--- config.mk ---
export PLATFORM = sky130hd
export DESIGN_NAME = tank_level_alarm_delay_repeat
export DESIGN_NICKNAME = d
export VERILOG_FILES = /design/src/hw/rtl/tlad_pkg.sv /design/src/hw/rtl/tlad_cfg.sv /design/src/hw/rtl/tlad_tank.sv /design/src/hw/rtl/tank_level_alarm_delay_repeat.sv
export SDC_FILE = /design/constraint.sdc
export NUM_CORES = 1
export LEC_CHECK = 0
export ABC_AREA = 1
export BUFFER_PORTS_ARGS = -buffer_cell sky130_fd_sc_hd__buf_2
export CAP_MARGIN = 10
export CORE_ASPECT_RATIO = 1.25
export CORE_MARGIN = 3
export CORE_UTILIZATION = 46
export CTS_CLUSTER_SIZE = 28
export DETAILED_ROUTE_END_ITERATION = 12
export GPL_TIMING_DRIVEN = 0
export RECOVER_POWER = 25
export SETUP_SLACK_MARGIN = 0.1
export SLEW_MARGIN = 20
export SYNTH_ARGS = -nofsm -noshare
export SYNTH_HDL_FRONTEND = slang
export SYNTH_SLANG_ARGS = --single-unit
--- constraint.sdc ---
create_clock -name clk -period 3.6 [get_ports clk]
set_input_delay 0.72 -clock clk [delete_from_list [all_inputs] [get_ports clk]]
set_output_delay 0.72 -clock clk [all_outputs]
set_load 0.01 [all_outputs]
--- src/hw/rtl/tlad_pkg.sv ---
// Shared constants, register codes and types for the tank level alarm block.
`default_nettype none
package tlad_pkg;

	localparam int LEVEL_BITS = 12;
	localparam int TIME_BITS  = 32;
	localparam int CFG_BITS   = 12;
	localparam int IDX_BITS   = 3;
	localparam int MS_PER_S   = 1000;
	// seconds register times 1000 fits here
	localparam int MS_BITS    = 22;
	localparam int CMP_BITS   = (TIME_BITS > MS_BITS) ? TIME_BITS : MS_BITS;

	typedef enum logic [IDX_BITS-1:0] {
		REG_LEVEL_HIGH_BIG   = 3'd0,
		REG_LEVEL_HIGH_SMALL = 3'd1,
		REG_DELAY_BIG_S      = 3'd2,
		REG_DELAY_SMALL_S    = 3'd3,
		REG_REPEAT_BIG_S     = 3'd4,
		REG_REPEAT_SMALL_S   = 3'd5
	} reg_idx_t;

	localparam logic [LEVEL_BITS-1:0] LEVEL_HIGH_RST = {LEVEL_BITS{1'b1}};
	localparam logic [MS_BITS-1:0]    DELAY_MS_RST   = MS_BITS'(10 * MS_PER_S);
	localparam logic [MS_BITS-1:0]    REPEAT_MS_RST  = MS_BITS'(60 * MS_PER_S);

	typedef struct packed {
		logic [LEVEL_BITS-1:0] thresh;
		logic [MS_BITS-1:0]    delay_ms;
		logic [MS_BITS-1:0]    repeat_ms;
	} tank_cfg_t;

	typedef struct packed {
		logic alarm;
		logic ack_state;
	} tank_res_t;

endpackage
`default_nettype wire

--- src/hw/rtl/tlad_cfg.sv ---
// Configuration registers; times are held converted to milliseconds.
`default_nettype none
module tlad_cfg (
	input  wire logic                          clk,
	input  wire logic                          arst_n,
	input  wire logic                          cfg_we,
	input  wire logic [tlad_pkg::IDX_BITS-1:0] cfg_idx,
	input  wire logic [tlad_pkg::CFG_BITS-1:0] cfg_wdata,
	output tlad_pkg::tank_cfg_t                cfg_big,
	output tlad_pkg::tank_cfg_t                cfg_small
);

	logic [tlad_pkg::LEVEL_BITS-1:0] level_high_big_q, level_high_small_q;
	logic [tlad_pkg::MS_BITS-1:0]    delay_big_q, delay_small_q;
	logic [tlad_pkg::MS_BITS-1:0]    repeat_big_q, repeat_small_q;
	logic [tlad_pkg::MS_BITS-1:0]    wdata_ms;
	logic [tlad_pkg::LEVEL_BITS-1:0] wdata_lvl;

	assign wdata_ms  = tlad_pkg::MS_BITS'(cfg_wdata) * tlad_pkg::MS_BITS'(tlad_pkg::MS_PER_S);
	assign wdata_lvl = tlad_pkg::LEVEL_BITS'(cfg_wdata);

	always_ff @(posedge clk or negedge arst_n) begin
		if (!arst_n) begin
			level_high_big_q   <= tlad_pkg::LEVEL_HIGH_RST;
			level_high_small_q <= tlad_pkg::LEVEL_HIGH_RST;
			delay_big_q        <= tlad_pkg::DELAY_MS_RST;
			delay_small_q      <= tlad_pkg::DELAY_MS_RST;
			repeat_big_q       <= tlad_pkg::REPEAT_MS_RST;
			repeat_small_q     <= tlad_pkg::REPEAT_MS_RST;
		end else if (cfg_we) begin
			unique case (cfg_idx)
				tlad_pkg::REG_LEVEL_HIGH_BIG:   level_high_big_q   <= wdata_lvl;
				tlad_pkg::REG_LEVEL_HIGH_SMALL: level_high_small_q <= wdata_lvl;
				tlad_pkg::REG_DELAY_BIG_S:      delay_big_q        <= wdata_ms;
				tlad_pkg::REG_DELAY_SMALL_S:    delay_small_q      <= wdata_ms;
				tlad_pkg::REG_REPEAT_BIG_S:     repeat_big_q       <= wdata_ms;
				tlad_pkg::REG_REPEAT_SMALL_S:   repeat_small_q     <= wdata_ms;
				default: ;
			endcase
		end
	end

	assign cfg_big   = '{thresh: level_high_big_q, delay_ms: delay_big_q,
		repeat_ms: repeat_big_q};
	assign cfg_small = '{thresh: level_high_small_q, delay_ms: delay_small_q,
		repeat_ms: repeat_small_q};

endmodule
`default_nettype wire

--- src/hw/rtl/tlad_tank.sv ---
// Per-tank alarm state: on-delay, acknowledge latch and repeat timing.
`default_nettype none
module tlad_tank (
	input  wire logic                            clk,
	input  wire logic                            arst_n,
	input  wire logic                            step,
	input  wire logic [tlad_pkg::TIME_BITS-1:0]  now,
	input  wire logic [tlad_pkg::LEVEL_BITS-1:0] level,
	input  wire logic                            ack_pulse,
	input  wire tlad_pkg::tank_cfg_t             cfg,
	output tlad_pkg::tank_res_t                  res
);

	logic [tlad_pkg::TIME_BITS-1:0] timer_start_q, timer_start_d;
	logic delay_armed_q, delay_armed_d;
	logic repeat_armed_q, repeat_armed_d;
	logic raised_once_q, raised_once_d;
	logic ack_latch_q, ack_latch_d;
	logic ack_set, armed, alarm;
	logic [tlad_pkg::TIME_BITS-1:0] elapsed;
	logic [tlad_pkg::CMP_BITS-1:0]  elapsed_x, limit_x;

	assign ack_set = ack_latch_q | ack_pulse;
	assign armed   = ack_set ? repeat_armed_q : delay_armed_q;
	// an unarmed timer starts on this sample, so nothing has elapsed yet
	assign elapsed   = armed ? (now - timer_start_q) : '0;
	assign elapsed_x = tlad_pkg::CMP_BITS'(elapsed);
	assign limit_x   = ack_set ? tlad_pkg::CMP_BITS'(cfg.repeat_ms)
		: tlad_pkg::CMP_BITS'(cfg.delay_ms);

	always_comb begin
		timer_start_d  = timer_start_q;
		delay_armed_d  = delay_armed_q;
		repeat_armed_d = repeat_armed_q;
		raised_once_d  = raised_once_q;
		ack_latch_d    = ack_set;
		alarm          = 1'b0;
		if (level > cfg.thresh) begin
			if (!armed) begin
				timer_start_d = now;
			end
			if (!ack_set) begin
				delay_armed_d = 1'b1;
				if (elapsed_x >= limit_x && !raised_once_q) begin
					raised_once_d  = 1'b1;
					delay_armed_d  = 1'b0;
					repeat_armed_d = 1'b0;
					alarm          = 1'b1;
				end
			end else begin
				repeat_armed_d = 1'b1;
				if (elapsed_x >= limit_x) begin
					repeat_armed_d = 1'b0;
					ack_latch_d    = 1'b0;
					alarm          = 1'b1;
				end
			end
		end else begin
			ack_latch_d   = 1'b0;
			delay_armed_d = 1'b0;
			raised_once_d = 1'b0;
		end
	end

	always_ff @(posedge clk or negedge arst_n) begin
		if (!arst_n) begin
			timer_start_q  <= '0;
			delay_armed_q  <= 1'b0;
			repeat_armed_q <= 1'b0;
			raised_once_q  <= 1'b0;
			ack_latch_q    <= 1'b0;
		end else if (step) begin
			timer_start_q  <= timer_start_d;
			delay_armed_q  <= delay_armed_d;
			repeat_armed_q <= repeat_armed_d;
			raised_once_q  <= raised_once_d;
			ack_latch_q    <= ack_latch_d;
		end
	end

	assign res = '{alarm: alarm, ack_state: ack_latch_d};

endmodule
`default_nettype wire

--- src/hw/rtl/tank_level_alarm_delay_repeat.sv ---
// Top level: tank level alarm with on-delay, acknowledge and repeat.
// Usage:
//   Input channel in_valid/in_stall carries one acquisition sample per word:
//   timestamp, two levels, two active-low overflow sensors, two ack pulses.
//   Output channel out_valid/out_stall carries one result word per sample:
//   forced-off flags, alarms and acknowledge latch states.
//   A word is taken at a clock edge with valid high and stall low.
//   A sample taken in is held in the input register, then its result in
//   the result register.
//   Throughput: one sample per cycle while the receiver does not stall;
//   the per-tank state update (one timestamp subtract and compare) closes
//   in the cycle between the two registers.
//   Receiver stall: the result register holds; the input register keeps
//   one more sample, after which in_stall rises until the result is taken.
//   Reset: all alarm state clears, thresholds go to 4095, delays to 10 s,
//   repeat times to 60 s. Registers must be written through cfg_we/cfg_idx/
//   cfg_wdata while no sample is in flight; the block does not enforce it.
`default_nettype none
module tank_level_alarm_delay_repeat (
	input  wire logic                            clk,
	input  wire logic                            arst_n,
	input  wire logic                            cfg_we,
	input  wire logic [tlad_pkg::IDX_BITS-1:0]   cfg_idx,
	input  wire logic [tlad_pkg::CFG_BITS-1:0]   cfg_wdata,
	input  wire logic                            in_valid,
	output logic                                 in_stall,
	input  wire logic [31:0]                     now_ms,
	input  wire logic [tlad_pkg::LEVEL_BITS-1:0] level_big,
	input  wire logic [tlad_pkg::LEVEL_BITS-1:0] level_small,
	input  wire logic                            overflow_big_n,
	input  wire logic                            overflow_small_n,
	input  wire logic                            ack_big_pulse,
	input  wire logic                            ack_small_pulse,
	output logic                                 out_valid,
	input  wire logic                            out_stall,
	output logic                                 pump_off,
	output logic                                 hot_water_off,
	output logic                                 cold_water_off,
	output logic                                 alarm_big,
	output logic                                 alarm_small,
	output logic                                 ack_big_state,
	output logic                                 ack_small_state
);

	tlad_pkg::tank_cfg_t cfg_big, cfg_small;
	tlad_pkg::tank_res_t res_big, res_small;

	logic                            valid_s1;
	logic [tlad_pkg::TIME_BITS-1:0]  now_s1;
	logic [tlad_pkg::LEVEL_BITS-1:0] level_big_s1, level_small_s1;
	logic ovf_big_s1, ovf_small_s1, ack_big_s1, ack_small_s1;
	logic valid_s2;
	logic pump_off_s2, valves_off_s2, alarm_big_s2, alarm_small_s2;
	logic ack_big_s2, ack_small_s2;
	logic adv, in_take;

	assign adv      = !valid_s2 || !out_stall;
	assign in_stall = valid_s1 && !adv;
	assign in_take  = in_valid && !in_stall;

	tlad_cfg u_cfg (
		.clk       (clk),
		.arst_n    (arst_n),
		.cfg_we    (cfg_we),
		.cfg_idx   (cfg_idx),
		.cfg_wdata (cfg_wdata),
		.cfg_big   (cfg_big),
		.cfg_small (cfg_small)
	);

	always_ff @(posedge clk or negedge arst_n) begin
		if (!arst_n) begin
			valid_s1 <= 1'b0;
		end else if (!in_stall) begin
			valid_s1 <= in_valid;
		end
	end

	always_ff @(posedge clk) begin
		if (in_take) begin
			now_s1         <= tlad_pkg::TIME_BITS'(now_ms);
			level_big_s1   <= level_big;
			level_small_s1 <= level_small;
			ovf_big_s1     <= !overflow_big_n;
			ovf_small_s1   <= !overflow_small_n;
			ack_big_s1     <= ack_big_pulse;
			ack_small_s1   <= ack_small_pulse;
		end
	end

	tlad_tank u_tank_big (
		.clk       (clk),
		.arst_n    (arst_n),
		.step      (valid_s1 && adv),
		.now       (now_s1),
		.level     (level_big_s1),
		.ack_pulse (ack_big_s1),
		.cfg       (cfg_big),
		.res       (res_big)
	);

	tlad_tank u_tank_small (
		.clk       (clk),
		.arst_n    (arst_n),
		.step      (valid_s1 && adv),
		.now       (now_s1),
		.level     (level_small_s1),
		.ack_pulse (ack_small_s1),
		.cfg       (cfg_small),
		.res       (res_small)
	);

	always_ff @(posedge clk or negedge arst_n) begin
		if (!arst_n) begin
			valid_s2 <= 1'b0;
		end else if (adv) begin
			valid_s2 <= valid_s1;
		end
	end

	always_ff @(posedge clk) begin
		if (valid_s1 && adv) begin
			pump_off_s2    <= ovf_big_s1 || ovf_small_s1;
			valves_off_s2  <= ovf_small_s1;
			alarm_big_s2   <= res_big.alarm;
			alarm_small_s2 <= res_small.alarm;
			ack_big_s2     <= res_big.ack_state;
			ack_small_s2   <= res_small.ack_state;
		end
	end

	assign out_valid       = valid_s2;
	assign pump_off        = pump_off_s2;
	assign hot_water_off   = valves_off_s2;
	assign cold_water_off  = valves_off_s2;
	assign alarm_big       = alarm_big_s2;
	assign alarm_small     = alarm_small_s2;
	assign ack_big_state   = ack_big_s2;
	assign ack_small_state = ack_small_s2;

	a_no_stall_when_drained: assert property (@(posedge clk) disable iff (!arst_n)
		!valid_s2 |-> !in_stall)
		else $error("input stalled while result register empty");

	a_s1_moves_to_out: assert property (@(posedge clk) disable iff (!arst_n)
		valid_s1 && adv |=> valid_s2)
		else $error("advanced word missing from result register");

	a_alarm_clears_ack: assert property (@(posedge clk) disable iff (!arst_n)
		valid_s2 && alarm_big_s2 |-> !ack_big_s2)
		else $error("big tank alarm raised with acknowledge still set");

	a_alarm_clears_ack_small: assert property (@(posedge clk) disable iff (!arst_n)
		valid_s2 && alarm_small_s2 |-> !ack_small_s2)
		else $error("small tank alarm raised with acknowledge still set");

	a_valves_imply_pump: assert property (@(posedge clk) disable iff (!arst_n)
		valid_s2 && valves_off_s2 |-> pump_off_s2)
		else $error("valves forced off without pump forced off");

endmodule
`default_nettype wire

==> results.toml <==
[grt]
grt_overflow = 0
grt_max_degree = 91
grt_pass1_vias = 14751
antenna_found_initial = 0
grt.total_usage_pct = 24.3
grt_pass1_wl_um = 75900

[placed_design]
port_buffers = 88
gp_congestion = 0.941
dp_cells = 2764
dpl.hpwl_um = 37000
place_ws_ns = -1.71

[cells_and_area]
area_growth_pct = 21.1
final_common_cell = "nand2_1"
multi_input_area_um2 = 10200
fin_nets = 2671
drive_gt1_share_pct = 20.3
num-fill-cells = 3424
final_cells = 2883
final-seq-area_um2 = 6400
antennaDiodeCount = 0
layout.cells.most_common_list = "nand2_1, inv_1, o21ai_0, ha_1, dfrtp_1"

[sta]
worst_slew_pin_slew_ns = 2.20
setup_ws_ns = -0.524
finClkSkew_ns = 0.0456
period_share_pct = 115
setup_viol = 39
layout_min_cycle_time_ns = 4.12
fmaxAchievable_mhz = 242
hold_violations = 0
grt_setup_unrepaired = "true"
drv_slew = 85
slew_headroom_pct = -46.6
holdWs_ns = 0.307

[drt]
totalWireLength_um = 48500
wire_per_inst_um = 16.8
vias_per_cell = 5.18
num_vias = 14922
dr.pass1.iters = 5
drtIter0Drc = 769
ant_nets = 0
drc_errors = 0

[yosys]
synth.yosys.seq_area_share_pct = 37.3
yosys_warnings = 0
avgSynthCellArea_um2 = 7.81
synth-async-reset-ratio_pct = 72.5
syn_inst = 2194
synth_edf_count = 66
netlist_area_um2 = 17100
synth-seq-cells = 240
yosysUniqueCellTypes = 52
synth.net_count = 2483
synth_ff_type = "dfrtp_1"

[power_and_ir_drop]
p_int_w = 0.0101
combPwrFrac_pct = 62.3
clkPwrFrac_pct = 15.0
p_sw_share_pct = 46.1
irDropWorstVdd_mv = 0.675
leakage_nw = 10.5
power_density_nw_per_um2 = 906
power_switching_w = 0.00867
seqPwrFrac_pct = 22.6

[setup_path]
timing.rr.end = "alarm_small"
critPathKind = "input port to flop"
cp.required_ns = 4.02
crit_path_end_kind = "flop"
path_max_fanout = 4
r2r_cells = 25
start_kind = "input port"
r2r_setup_slack_ns = -0.05
cp.arrival_ns = 4.54
worstReg2RegStart = "now_s1[0]"

[floorplanning]
coreArea_um2 = 36500
start_util_pct = 47.0
fp-row-count = 78
dieHeight_um = 222
die_x_um = 179
ios = 89
die_area_um2 = 39600

[clock_tree]
clockBufferDepth = 3
cts_root_buffer = "clkbuf_16"
cts_num_sinks = 240
path_clk_slew_ns = 0.07
htreeDepth = 1
cts_tree = "done"
numCtsBuffers = 27
clk_latency_ns = 0.59

[hold_path]
whs_path_depth = 1
min_from = "now_ms[25]"
hold_path_end = "now_s1[25]"
hold_path.class = "input port to flop"

[run_status]
violations = "max-capacitance violations, max-slew violations, negative setup slack"
status = "finished with violations"

[job]
cap_violations = 1
-- cell usage after synthesis, types with 3 or more instances --
cell type	number	area (um^2)
buf_1	3	11.3
dfrtp_1	126	3150
a31o_2	6	52.6
clkbuf_1	31	116
fa_1	40	801
nor2_1	98	368
nand3b_1	5	37.5
o21a_1	3	22.5
nand4_1	11	68.8
dfstp_2	48	1260
o21ai_0	205	1030
xor2_1	14	123
inv_1	377	1420
nor2_2	18	113
nor4_1	3	18.8
ha_1	169	2110
xnor2_1	7	61.3
nand2_2	26	163
o21bai_1	5	37.5
o211ai_1	4	30.0
nand2_1	653	2450
and2_1	4	25.0
nor2_4	3	33.8
mux2i_1	32	320
or2_2	3	18.8
nor3_1	23	115
a21o_1	5	37.5
a31oi_1	3	18.8
edfxtp_1	66	1980
nand3_1	59	295
o21ai_1	4	20.0
a211oi_1	9	67.6
a21oi_1	105	526
nand3_2	4	40.0
-- power by group through the flow --
| stage | Combinational, W | Sequential [W] | Clock (W) |
|---|---|---|---|
| floorplan | 0.00653 | 0.00414 | 0 |
| global placement | 0.00878 | 0.00428 | 0 |
| detailed placement | 0.00896 | 0.00429 | 0 |
| CTS | 0.0110 | 0.00425 | 0.00288 |
| global route | 0.0131 | 0.00435 | 0.00298 |
| finish | 0.0117 | 0.00426 | 0.00282 |
-- flip-flops by register name (all words and copies together), names as in the netlist, 19 cells and up --
name                        cells
u_tank_small.timer_start_q     32
u_cfg.repeat_small_q           19
u_tank_big.timer_start_q       32
u_cfg.delay_big_q              19
u_cfg.delay_small_q            19
now_s1                         32
u_cfg.repeat_big_q             19
-- metrics by stage --
stage | TNS (ns) | total power [W] | utilization (%) | instance area, um^2
finish | -12.58 | 0.0188 | 56.9 | 20800
detailed placement | -58.39 | 0.0133 | 50.1 | 18300
CTS | -9.43 | 0.0181 | 55.7 | 20300
global placement | -175.03 | 0.0131 | 50.0 | 18200
floorplan | -24.56 | 0.0107 | - | 17200
global route | -17.87 | 0.0204 | 56.9 | 20800
-- worst max-delay path, cell delays in order --
cell and delay, ns:
buf_8 0.10, fa_1 0.51, fa_1 0.50, inv_1 0.05, fa_1 0.48, inv_2 0.04, fa_1 0.47, ha_4 0.31
nand4_1 0.09, o221ai_2 0.19, nand3_1 0.11, and2_4 0.17, o21ai_4 0.14, nand2_2 0.09, o21ai_2 0.15, xor2_2 0.29
o21ai_1 0.12
-- logic make-up (layout without fill, tap and decap cells) --
family | after synthesis | in the layout | synth area share [%]
and+or+nand+nor | 918 | 918 | 22.3
buffers and inverters | 416 | 625 | 9.14
AOI/OAI and AO/OA | 357 | 357 | 11.2
DFF | 240 | 240 | 37.3
adders and majority gates | 209 | 209 | 17.0
muxes | 33 | 33 | 1.93
xor gates and xnor gates | 21 | 21 | 1.07
-- per-layer routing --
layer  vias up  share of wire (%)  track usage, %
met5         -                  0               0
met4         0                5.7            11.5
met3       116                3.5            2.48
met2       330                 51            44.5
met1      7065                 39            28.1
li1       7411                  -               -
-- repair_timing --
item | in CTS | in global routing
pin swaps | 66 | 54
cloned | 0 | 0
endpoints found under the setup margin | 61 | 64
setup buffers | 57 | 17
resized for setup | 144 | 110
hold buffers | 0 | 0
-- final cells by class --
class                   instances  area share [%]
plain buffers                  36           0.693
well taps                     480            2.89
clock buffers                  39            4.01
flip-flops and latches        240            30.8
clock inverters                11           0.374
inverters                     380            6.91
multi-input cells            1538            49.0
repair buffers                159            5.34
-- worst max-delay path by stage --
stage | start | to
floorplan | cfg_wdata[2] | u_cfg.delay_big_q[18]
finish | cfg_wdata[0] | u_cfg.delay_small_q[21]
global placement | cfg_wdata[2] | u_cfg.repeat_big_q[18]
global route | cfg_wdata[0] | u_cfg.delay_big_q[18]
detailed placement | cfg_wdata[2] | u_cfg.delay_big_q[18]
CTS | cfg_wdata[0] | u_cfg.delay_small_q[18]
(Power assumes the default switching activity.)
